File: src/sv/fmsr_pkg.sv
// Shared constants, register codes and types for the first-match search and replace block.
package fmsr_pkg;

  // Longest pattern the window supports, and the width of the stream offset counter.
  localparam int MaxPattern  = 8;
  localparam int OffsetBits  = 32;
  localparam int MatchOffW   = 32;
  localparam int ByteW       = 8;
  localparam int RegW        = MaxPattern * ByteW;
  localparam int CfgLenW     = 4;
  localparam int CfgIdxW     = 2;
  // Counts that must hold MaxPattern itself.
  localparam int CntW        = $clog2(MaxPattern + 1);
  // Index into a pattern-sized vector.
  localparam int PIdxW       = (MaxPattern > 1) ? $clog2(MaxPattern) : 1;
  // Held window bytes: at most one less than the pattern.
  localparam int WinDepth    = (MaxPattern > 1) ? MaxPattern - 1 : 1;
  // Output queue: a full flush plus one waiting result.
  localparam int QDepth      = MaxPattern + 1;
  localparam int QCntW       = $clog2(QDepth + 1);

  typedef logic [ByteW-1:0] byte_t;

  // Configuration register indexes.
  typedef enum logic [CfgIdxW-1:0] {
    RegPattern     = 2'd0,
    RegReplacement = 2'd1,
    RegLength      = 2'd2,
    RegReplaceEn   = 2'd3
  } reg_idx_e;

  // Live configuration seen by the search core.
  typedef struct packed {
    logic [RegW-1:0]    pattern;
    logic [RegW-1:0]    repl;
    logic [CfgLenW-1:0] len;
    logic               repl_en;
  } cfg_t;

  // Results produced by one accepted byte.
  typedef struct packed {
    byte_t [MaxPattern-1:0] bytes;
    logic [CntW-1:0]        count;
    logic                   last;
    logic                   found;
    logic [MatchOffW-1:0]   offset;
  } res_t;

endpackage

File: src/sv/fmsr_core.sv
// Window state, pattern compare and replacement for each accepted byte.
module fmsr_core (
  input  logic                       clk_i,
  input  logic                       rst_ni,
  input  fmsr_pkg::cfg_t             cfg_i,
  input  logic                       accept_i,
  input  fmsr_pkg::byte_t            data_byte_i,
  input  logic                       end_of_stream_i,
  output fmsr_pkg::res_t             res_o
);
  import fmsr_pkg::*;

  byte_t                 win_q [WinDepth];
  byte_t                 win_d [WinDepth];
  logic [CntW-1:0]       fill_q, fill_d;
  logic [OffsetBits-1:0] pos_q, pos_d;
  logic                  found_q, found_d;
  logic [OffsetBits-1:0] first_q, first_d;
  logic [CntW-1:0]       len_q;
  logic                  in_stream_q, in_stream_d;

  logic [CntW-1:0]       len;
  logic [CntW-1:0]       n;
  logic                  full;
  logic                  eq;
  logic                  hit;
  byte_t [MaxPattern-1:0] cur;
  byte_t [MaxPattern-1:0] cur_rep;
  logic [OffsetBits-1:0] off_new;
  logic                  found_now;
  logic [OffsetBits-1:0] off_now;

  // Out-of-range lengths fall back to the nearest legal value.
  function automatic logic [CntW-1:0] clamp_len(input logic [CfgLenW-1:0] v);
    logic [CntW-1:0] r;
    if (v == '0) begin
      r = CntW'(1);
    end else if (v > CfgLenW'(MaxPattern)) begin
      r = CntW'(MaxPattern);
    end else begin
      r = CntW'(v);
    end
    return r;
  endfunction

  // The length is latched on the first byte of a stream.
  assign len  = in_stream_q ? len_q : clamp_len(cfg_i.len);
  assign n    = fill_q + CntW'(1);
  assign full = (n == len);

  // Assemble the current window: held bytes followed by the new byte.
  always_comb begin
    for (int i = 0; i < MaxPattern; i++) begin
      cur[i] = data_byte_i;
    end
    for (int i = 0; i < WinDepth; i++) begin
      if (CntW'(i) < fill_q) begin
        cur[i] = win_q[i];
      end
    end
  end

  // Compare the full window against the pattern, byte by byte in parallel.
  always_comb begin
    eq = 1'b1;
    for (int i = 0; i < MaxPattern; i++) begin
      if ((CntW'(i) < len) && (cur[i] != cfg_i.pattern[i*ByteW +: ByteW])) begin
        eq = 1'b0;
      end
    end
  end

  assign hit = full && !found_q && eq;

  // Overwrite the window with the replacement on the first match, when replacement is enabled.
  always_comb begin
    for (int i = 0; i < MaxPattern; i++) begin
      cur_rep[i] = (hit && cfg_i.repl_en) ? cfg_i.repl[i*ByteW +: ByteW] : cur[i];
    end
  end

  assign off_new   = pos_q - OffsetBits'(len - CntW'(1));
  assign found_now = found_q || hit;
  assign off_now   = hit ? off_new : first_q;

  // Results of this byte: the whole window on end of stream, else the oldest byte when full.
  always_comb begin
    res_o.bytes  = cur_rep;
    res_o.last   = end_of_stream_i;
    res_o.found  = found_now;
    res_o.offset = found_now ? MatchOffW'(off_now) : '0;
    if (end_of_stream_i) begin
      res_o.count = n;
    end else if (full) begin
      res_o.count = CntW'(1);
    end else begin
      res_o.count = '0;
    end
  end

  // Next window state.
  always_comb begin
    win_d       = win_q;
    fill_d      = fill_q;
    pos_d       = pos_q;
    found_d     = found_q;
    first_d     = first_q;
    in_stream_d = in_stream_q;
    if (accept_i) begin
      if (end_of_stream_i) begin
        fill_d      = '0;
        pos_d       = '0;
        found_d     = 1'b0;
        first_d     = '0;
        in_stream_d = 1'b0;
      end else begin
        pos_d       = pos_q + OffsetBits'(1);
        found_d     = found_now;
        first_d     = off_now;
        in_stream_d = 1'b1;
        if (full) begin
          for (int i = 0; i < WinDepth; i++) begin
            win_d[i] = cur_rep[i+1];
          end
          fill_d = n - CntW'(1);
        end else begin
          for (int i = 0; i < WinDepth; i++) begin
            win_d[i] = cur_rep[i];
          end
          fill_d = n;
        end
      end
    end
  end

  // Control state.
  always_ff @(posedge clk_i or negedge rst_ni) begin
    if (!rst_ni) begin
      fill_q      <= '0;
      pos_q       <= '0;
      found_q     <= 1'b0;
      first_q     <= '0;
      len_q       <= CntW'(1);
      in_stream_q <= 1'b0;
    end else begin
      fill_q      <= fill_d;
      pos_q       <= pos_d;
      found_q     <= found_d;
      first_q     <= first_d;
      in_stream_q <= in_stream_d;
      if (accept_i) begin
        len_q <= len;
      end
    end
  end

  // Held window bytes are payload and need no reset.
  always_ff @(posedge clk_i) begin
    win_q <= win_d;
  end

endmodule

File: src/sv/fmsr_obuf.sv
// Output queue that holds result bytes until the downstream side takes them.
module fmsr_obuf (
  input  logic                            clk_i,
  input  logic                            rst_ni,
  input  logic                            push_i,
  input  fmsr_pkg::res_t                  res_i,
  output logic                            space_o,
  output logic                            out_valid_o,
  input  logic                            out_ready_i,
  output fmsr_pkg::byte_t                 out_byte_o,
  output logic                            out_last_o,
  output logic                            match_found_o,
  output logic [fmsr_pkg::MatchOffW-1:0]  match_offset_o
);
  import fmsr_pkg::*;

  byte_t                q_byte_q [QDepth];
  byte_t                q_byte_d [QDepth];
  logic [QDepth-1:0]    q_last_q, q_last_d;
  logic [QCntW-1:0]     cnt_q, cnt_d;
  logic                 lastpend_q, lastpend_d;
  logic                 meta_found_q;
  logic [MatchOffW-1:0] meta_off_q;

  logic                 drain;
  logic                 last_out;
  logic [QCntW-1:0]     base;
  logic [QCntW-1:0]     idx;

  // Head of the queue drives the output channel.
  assign out_valid_o    = (cnt_q != '0);
  assign out_byte_o     = q_byte_q[0];
  assign out_last_o     = q_last_q[0];
  assign match_found_o  = q_last_q[0] && meta_found_q;
  assign match_offset_o = q_last_q[0] ? meta_off_q : '0;

  assign drain    = out_valid_o && out_ready_i;
  assign last_out = drain && q_last_q[0];
  assign base     = cnt_q - QCntW'(drain);

  // Room for a full flush, and at most one end of stream in the queue.
  assign space_o = ((QCntW+1)'(base) + (QCntW+1)'(MaxPattern) <= (QCntW+1)'(QDepth))
                   && !(lastpend_q && !last_out);

  // Shift out on a transfer, then append the new results behind what remains.
  always_comb begin
    idx = '0;
    for (int j = 0; j < QDepth; j++) begin
      if (drain && (j < QDepth - 1)) begin
        q_byte_d[j] = q_byte_q[(j < QDepth - 1) ? j + 1 : j];
        q_last_d[j] = q_last_q[(j < QDepth - 1) ? j + 1 : j];
      end else if (drain) begin
        q_byte_d[j] = q_byte_q[j];
        q_last_d[j] = 1'b0;
      end else begin
        q_byte_d[j] = q_byte_q[j];
        q_last_d[j] = q_last_q[j];
      end
    end
    if (push_i) begin
      for (int j = 0; j < QDepth; j++) begin
        idx = QCntW'(j) - base;
        if ((QCntW'(j) >= base) && (idx < QCntW'(res_i.count))) begin
          q_byte_d[j] = res_i.bytes[idx[PIdxW-1:0]];
          q_last_d[j] = res_i.last && (idx == QCntW'(res_i.count) - QCntW'(1));
        end
      end
    end
    cnt_d = base + (push_i ? QCntW'(res_i.count) : '0);
  end

  // Track whether an end-of-stream result is waiting in the queue.
  always_comb begin
    lastpend_d = lastpend_q;
    if (last_out) begin
      lastpend_d = 1'b0;
    end
    if (push_i && res_i.last) begin
      lastpend_d = 1'b1;
    end
  end

  always_ff @(posedge clk_i or negedge rst_ni) begin
    if (!rst_ni) begin
      cnt_q      <= '0;
      q_last_q   <= '0;
      lastpend_q <= 1'b0;
    end else begin
      cnt_q      <= cnt_d;
      q_last_q   <= q_last_d;
      lastpend_q <= lastpend_d;
    end
  end

  // Queue bytes and match summary are payload.
  always_ff @(posedge clk_i) begin
    q_byte_q <= q_byte_d;
    if (push_i && res_i.last) begin
      meta_found_q <= res_i.found;
      meta_off_q   <= res_i.offset;
    end
  end

  // The queue never overflows.
  assert property (@(posedge clk_i) disable iff (!rst_ni) cnt_q <= QCntW'(QDepth))
    else $error("output queue overflow");

  // A final byte at the head always has its match summary recorded.
  assert property (@(posedge clk_i) disable iff (!rst_ni)
    (out_valid_o && out_last_o) |-> lastpend_q)
    else $error("final byte without pending end of stream");

  // An empty queue holds no pending end of stream.
  assert property (@(posedge clk_i) disable iff (!rst_ni)
    (cnt_q == '0) |-> !lastpend_q)
    else $error("pending end of stream in empty queue");

  // A transfer that is not the final byte keeps the pending end of stream.
  assert property (@(posedge clk_i) disable iff (!rst_ni)
    (lastpend_q && drain && !q_last_q[0] && !push_i) |=> lastpend_q)
    else $error("pending end of stream lost");

endmodule

File: src/sv/first_match_search_replace.sv
// Top level of the streaming first-match search and replace block.
// The block takes one byte per clock and finds the first place in each stream where the configured
// pattern (1 to 8 bytes) occurs, optionally overwriting it once with the replacement bytes. A byte
// leaves once pattern length minus one later bytes have come in, so a non-final byte pushes zero or
// one result into the queue with its transfer. The final byte of a stream flushes the whole window,
// up to pattern length results, which the output queue hands out one per clock while out_ready_i
// is high; the final result carries the match flag and offset. Input is taken while the queue,
// after this cycle's output transfer, holds at most one result and no earlier end of stream, so the
// sustained rate is one byte per clock apart from output stalls and each stream's flush drain.
// Configuration is written through the plain write port; the user must write it only while the
// block is idle (the block does not enforce it); pattern length latches on a stream's first byte.
module first_match_search_replace (
  input  logic                               clk_i,
  input  logic                               rst_ni,
  input  logic                               cfg_we_i,
  input  logic [fmsr_pkg::CfgIdxW-1:0]       cfg_index_i,
  input  logic [fmsr_pkg::RegW-1:0]          cfg_data_i,
  input  logic                               in_valid_i,
  output logic                               in_ready_o,
  input  fmsr_pkg::byte_t                    data_byte_i,
  input  logic                               end_of_stream_i,
  output logic                               out_valid_o,
  input  logic                               out_ready_i,
  output fmsr_pkg::byte_t                    out_byte_o,
  output logic                               out_last_o,
  output logic                               match_found_o,
  output logic [fmsr_pkg::MatchOffW-1:0]     match_offset_o
);
  import fmsr_pkg::*;

  cfg_t cfg_q;
  res_t res;
  logic accept;
  logic space;

  // Configuration registers.
  always_ff @(posedge clk_i or negedge rst_ni) begin
    if (!rst_ni) begin
      cfg_q.pattern <= '0;
      cfg_q.repl    <= '0;
      cfg_q.len     <= CfgLenW'(1);
      cfg_q.repl_en <= 1'b1;
    end else if (cfg_we_i) begin
      case (reg_idx_e'(cfg_index_i))
        RegPattern:     cfg_q.pattern <= cfg_data_i;
        RegReplacement: cfg_q.repl    <= cfg_data_i;
        RegLength:      cfg_q.len     <= cfg_data_i[CfgLenW-1:0];
        RegReplaceEn:   cfg_q.repl_en <= cfg_data_i[0];
        default: ;
      endcase
    end
  end

  // An input transfer happens when the queue has room for a full flush and no earlier end of stream.
  assign in_ready_o = space;
  assign accept     = in_valid_i && in_ready_o;

  fmsr_core u_core (
    .clk_i           (clk_i),
    .rst_ni          (rst_ni),
    .cfg_i           (cfg_q),
    .accept_i        (accept),
    .data_byte_i     (data_byte_i),
    .end_of_stream_i (end_of_stream_i),
    .res_o           (res)
  );

  fmsr_obuf u_obuf (
    .clk_i          (clk_i),
    .rst_ni         (rst_ni),
    .push_i         (accept),
    .res_i          (res),
    .space_o        (space),
    .out_valid_o    (out_valid_o),
    .out_ready_i    (out_ready_i),
    .out_byte_o     (out_byte_o),
    .out_last_o     (out_last_o),
    .match_found_o  (match_found_o),
    .match_offset_o (match_offset_o)
  );

endmodule

File: config.mk
export PLATFORM = sky130hd
export DESIGN_NAME = first_match_search_replace
export DESIGN_NICKNAME = d
export VERILOG_FILES = /design/src/sv/fmsr_pkg.sv /design/src/sv/fmsr_core.sv /design/src/sv/fmsr_obuf.sv /design/src/sv/first_match_search_replace.sv
export SDC_FILE = /design/constraint.sdc
export NUM_CORES = 1
export LEC_CHECK = 0
export ABC_AREA = 1
export BUFFER_PORTS_ARGS = -buffer_cell sky130_fd_sc_hd__buf_2
export CAP_MARGIN = 20
export CORE_AREA = 2 2 288 290
export CTS_CLUSTER_DIAMETER = 100
export CTS_CLUSTER_SIZE = 28
export DETAILED_ROUTE_END_ITERATION = 7
export DIE_AREA = 0 0 290 292
export PLACE_DENSITY = 0.56
export SLEW_MARGIN = 30
export SYNTH_ARGS = -nofsm -noshare
export SYNTH_HDL_FRONTEND = slang
export SYNTH_SLANG_ARGS = --single-unit
File: constraint.sdc
create_clock -name clk_i -period 14.7 [get_ports clk_i]
set_input_delay 2.94 -clock clk_i [delete_from_list [all_inputs] [get_ports clk_i]]
set_output_delay 2.94 -clock clk_i [all_outputs]
set_load 0.005 [all_outputs]
==> summary.md <==
| Metric | Value |
|---|---|
| Status | finished clean |
| Worst slew pin tran | a little under 1 ns |
| Initial Util | a little under a third |
| DR iter-0 viols | roughly 2200 |
| Slew headroom | roughly a third |
| ANT nets after route | 0 |
| Largest area contributor in the netlist | dfrtp_1 |
| Hold Slack | 0.4887 ns |
| Crit path launch type | input port |
| Max VDD drop | 0.1437 mV |
| DP HPWL | slightly below 70000 um |
| Drt wl/cell | roughly 19 um |
| Fill cell count | slightly below 9000 |
| Total Wirelength | roughly 90000 um |
| Worst setup EP type | output pin |
| Final Critical Period | between 9 and 10 ns |
| Clock Sinks | 382 |
| Hold Path Class | register to register |
| Vias in the first global route | 23060 |
| Root Buffer | clkbuf_16 |
| CTS Hold Bufs | 0 |
| Clock-pin slew on the worst setup and hold paths | approximately 0.1 ns |
| Layout cell share with drive strength beyond 1 | around 6.3% |
| Layout Skew | just under 0.04 ns |
| Mapped Nets | between 3000 and 4000 |
| Synth Register Bits | ~380 |
| Final hold violation count | 0 |
| Leak Pwr | between 10 and 15 nW |
| Power Total | ~0.0067 W |
| Area of the multi-input gates | around 0.013 sq mm |
| Drt pass-1 iters | 6 |
| Internal | between 0.002 and 0.003 W |
| Sequential power share | about 23% |
| Core Area | slightly above 0.08 sq mm |
| Final TNS setup | 0 ns |
| First-pass GRT wire length | 139000 um |
| Syn Area/Cell | between 6 and 7 sq um |
| Post-synth cell types | 50 |
| Sequential-to-total area share from yosys stat | 38.72% |
| Yosys Warn Count | 0 |
| Setup violations, final | 0 |
| Register area | 0.009728 sq mm |
| Antenna cells | 0 |
| Final #Nets | 3801 |
| CTS tree | yes |
| Vias per cell | between 5 and 6 |
| Clock group share of total power | a little under an eighth |
| CTS resizes | 0 |
| Die area | approximately 0.085 sq mm |
| Clk_lat worst skew | 0.60 ns |
| Post-route insts no fill | about 4700 |
| CTS buffer count | 22 |
| GP Congestion | just under 1 |
| Post-route DRC | 0 |
| Die Width | approximately 290 um |
| Worst Path Required | between 10 and 15 ns |
| Area contributors post-synth | dfrtp_1 22%, nand2_1 16%, nand3_1 12%, edfxtp_1 12%, inv_1 6.8% |
| Crit share post-route | 65.73% |
| WP data arrival | between 6 and 7 ns |
| Total grt overflow | 0 |
| Syn-to-layout area delta | 9.019% |
| Post-Syn Area | around 0.025 sq mm |
| PD cells | approximately 250 mW/mm^2 |
| Sw Share | 55.50% |
| Share of Yosys cell area claimed by the top area cell type | a little over a fifth |
| Final core utilization | between 30% and 40% |
| Die Y | just under 300 um |
| Port Buffers | approximately 120 |
| CP Max Fanout | 77 |
| H-tree Lvls | 1 |
| Via count | about 24000 |
| Cells after DPL | roughly 4700 |
| Site Rows | 105 |
| Combinational power share | between 60% and 70% |
| Max-Cap Viols | 0 |
| Synthesized instance count | 3630 |
| Net switching power | between 0.003 and 0.004 W |
| Io pins | about 120 |
| Peak Freq | about 100 MHz |
| Initial antenna violation count | 1 |
| Maximum number of pins on one net before global-route repair | 90 |
| Clk buf depth | 3 |
| Slew Viols, Final | 0 |
| RSZ-0062 raised after global routing | no |
| Gr usage total | 20.98% |
| CP Class | input port to output pin |
| Post-CTS Setup Inserts | 0 |
layout by cell type (no fill, tap or decap), drive strengths merged, types with 2 or more instances in the layout:
cell | netlist | final
clkbuf | 106 | 28
clkinv | 10 | 12
dfxtp | 64 | 64
xnor2 | 29 | 29
a31oi | 13 | 13
a21o | 5 | 5
nor2 | 137 | 137
o21bai | 4 | 4
a21oi | 71 | 71
or2 | 5 | 5
a2111oi | 4 | 4
nand3 | 627 | 627
o31ai | 10 | 10
fa | 2 | 2
xor2 | 46 | 46
o21a | 5 | 5
nand2 | 1086 | 1086
dfrtp | 218 | 218
dfstp | 3 | 3
nor3b | 4 | 4
a21boi | 2 | 2
nand4 | 80 | 80
a211oi | 3 | 3
o21ai | 293 | 293
buf | 65 | 152
nand3b | 9 | 9
o22ai | 23 | 23
nor4 | 10 | 10
o211ai | 6 | 6
ha | 84 | 84
and2 | 8 | 8
edfxtp | 97 | 97
inv | 464 | 473
nor3 | 32 | 32
worst max-delay path: stages:
cell and delay, ns:
buf_2 0.12, nand2_2 0.05, buf_4 0.35, inv_2 0.11, buf_4 0.57, ha_2 0.43
buf_4 0.31, inv_2 0.11, buf_4 0.58, ha_1 0.26, a22o_1 0.13, nand2_1 0.08
nor2_1 0.36, buf_2 0.19
Yosys cell counts, drive strengths merged:
cell	number
nand2	1086
nand3	627
inv	464
o21ai	293
dfrtp	218
nor2	137
clkbuf	106
edfxtp	97
ha	84
nand4	80
a21oi	71
buf	65
dfxtp	64
xor2	46
nor3	32
xnor2	29
o22ai	23
a31oi	13
clkinv	10
nor4	10
o31ai	10
nand3b	9
and2	8
o211ai	6
a21o	5
o21a	5
or2	5
a2111oi	4
nor3b	4
o21bai	4
a211oi	3
dfstp	3
a21boi	2
fa	2
a221oi	1
a22o	1
o311ai	1
o32ai	1
o41ai	1
sequential cells by signal, indices dropped and copies added, names as in the netlist, 4 cells and up:
name and flops:
u_core.len_q 4, u_core.pos_q 32, u_core.fill_q 4, u_obuf.out_byte_o 8, u_obuf.q_last_q 9, u_core.first_q 32
u_obuf.cnt_q 4, cfg_q 133, u_core.win_q 56, u_obuf.meta_off_q 32, u_obuf.q_byte_q 64
final cells by class:
cell class / instances / share of cell area, %
clock buffers: 28 / 2.362
clock inverters: 12 / 0.5618
inverters: 474 / 6.496
multi-input cells: 2603 / 47.09
flip-flops and latches: 382 / 35.52
well taps: 1070 / 4.888
repair buffers: 152 / 3.092
path summary, 6_finish.rpt:
path | slack (ns) | end | start | cells after the start
hold / removal | 0.49 | u_core.first_q[1] | u_core.first_q[1] | 2
setup / recovery | 5.04 | in_ready_o | out_ready_i | 14
setup reg to reg | 7.93 | u_core.pos_q[21] | u_obuf.cnt_q[1] | 27
hold reg to reg | 0.49 | u_core.first_q[1] | u_core.first_q[1] | 2
min in group asynchronous | 2.26 | cfg_q[55] | rst_ni | 1
max in group asynchronous | 10.68 | u_core.pos_q[11] | rst_ni | 3
stage by stage:
stage	worst slack [ns]	area, sq um
after global placement	5.093	26570
after CTS	5.125	27390
after floorplan	5.726	25130
final	5.038	27390
after detailed placement	5.133	26580
after global routing	4.806	27390
kinds of logic (layout without fill, tap and decap cells):
group | count (synthesis) | count (layout) | share of synthesized area, %
adders and majority gates | 86 | 86 | 4.342
buffers and inverters | 645 | 666 | 10.26
and+or+nand+nor | 1998 | 1998 | 34.54
AOI/OAI and AO/OA | 444 | 444 | 9.521
DFF | 382 | 382 | 38.72
xor gates and xnor gates | 75 | 75 | 2.614
power groups by stage:
stage                     Combinational [W]  Clock [W]  Sequential, W
after floorplan                     0.00296          0        0.00151
after global placement              0.00430          0        0.00156
after detailed placement            0.00431          0        0.00157
after CTS                           0.00433   0.000788        0.00155
after global routing                0.00488   0.000822        0.00157
final                               0.00442   0.000772        0.00155
metal layers:
metal | vias to the layer above | track usage (%) | part of all wire [%]
li1 | 11910 | - | -
met1 | 11210 | 27.57 | 44
met2 | 791 | 35.30 | 47
met3 | 156 | 2.009 | 5.0
met4 | 0 | 8.841 | 4.8
met5 | - | 0 | 0
No activity file was read; power rests on OpenSTA's default activity.
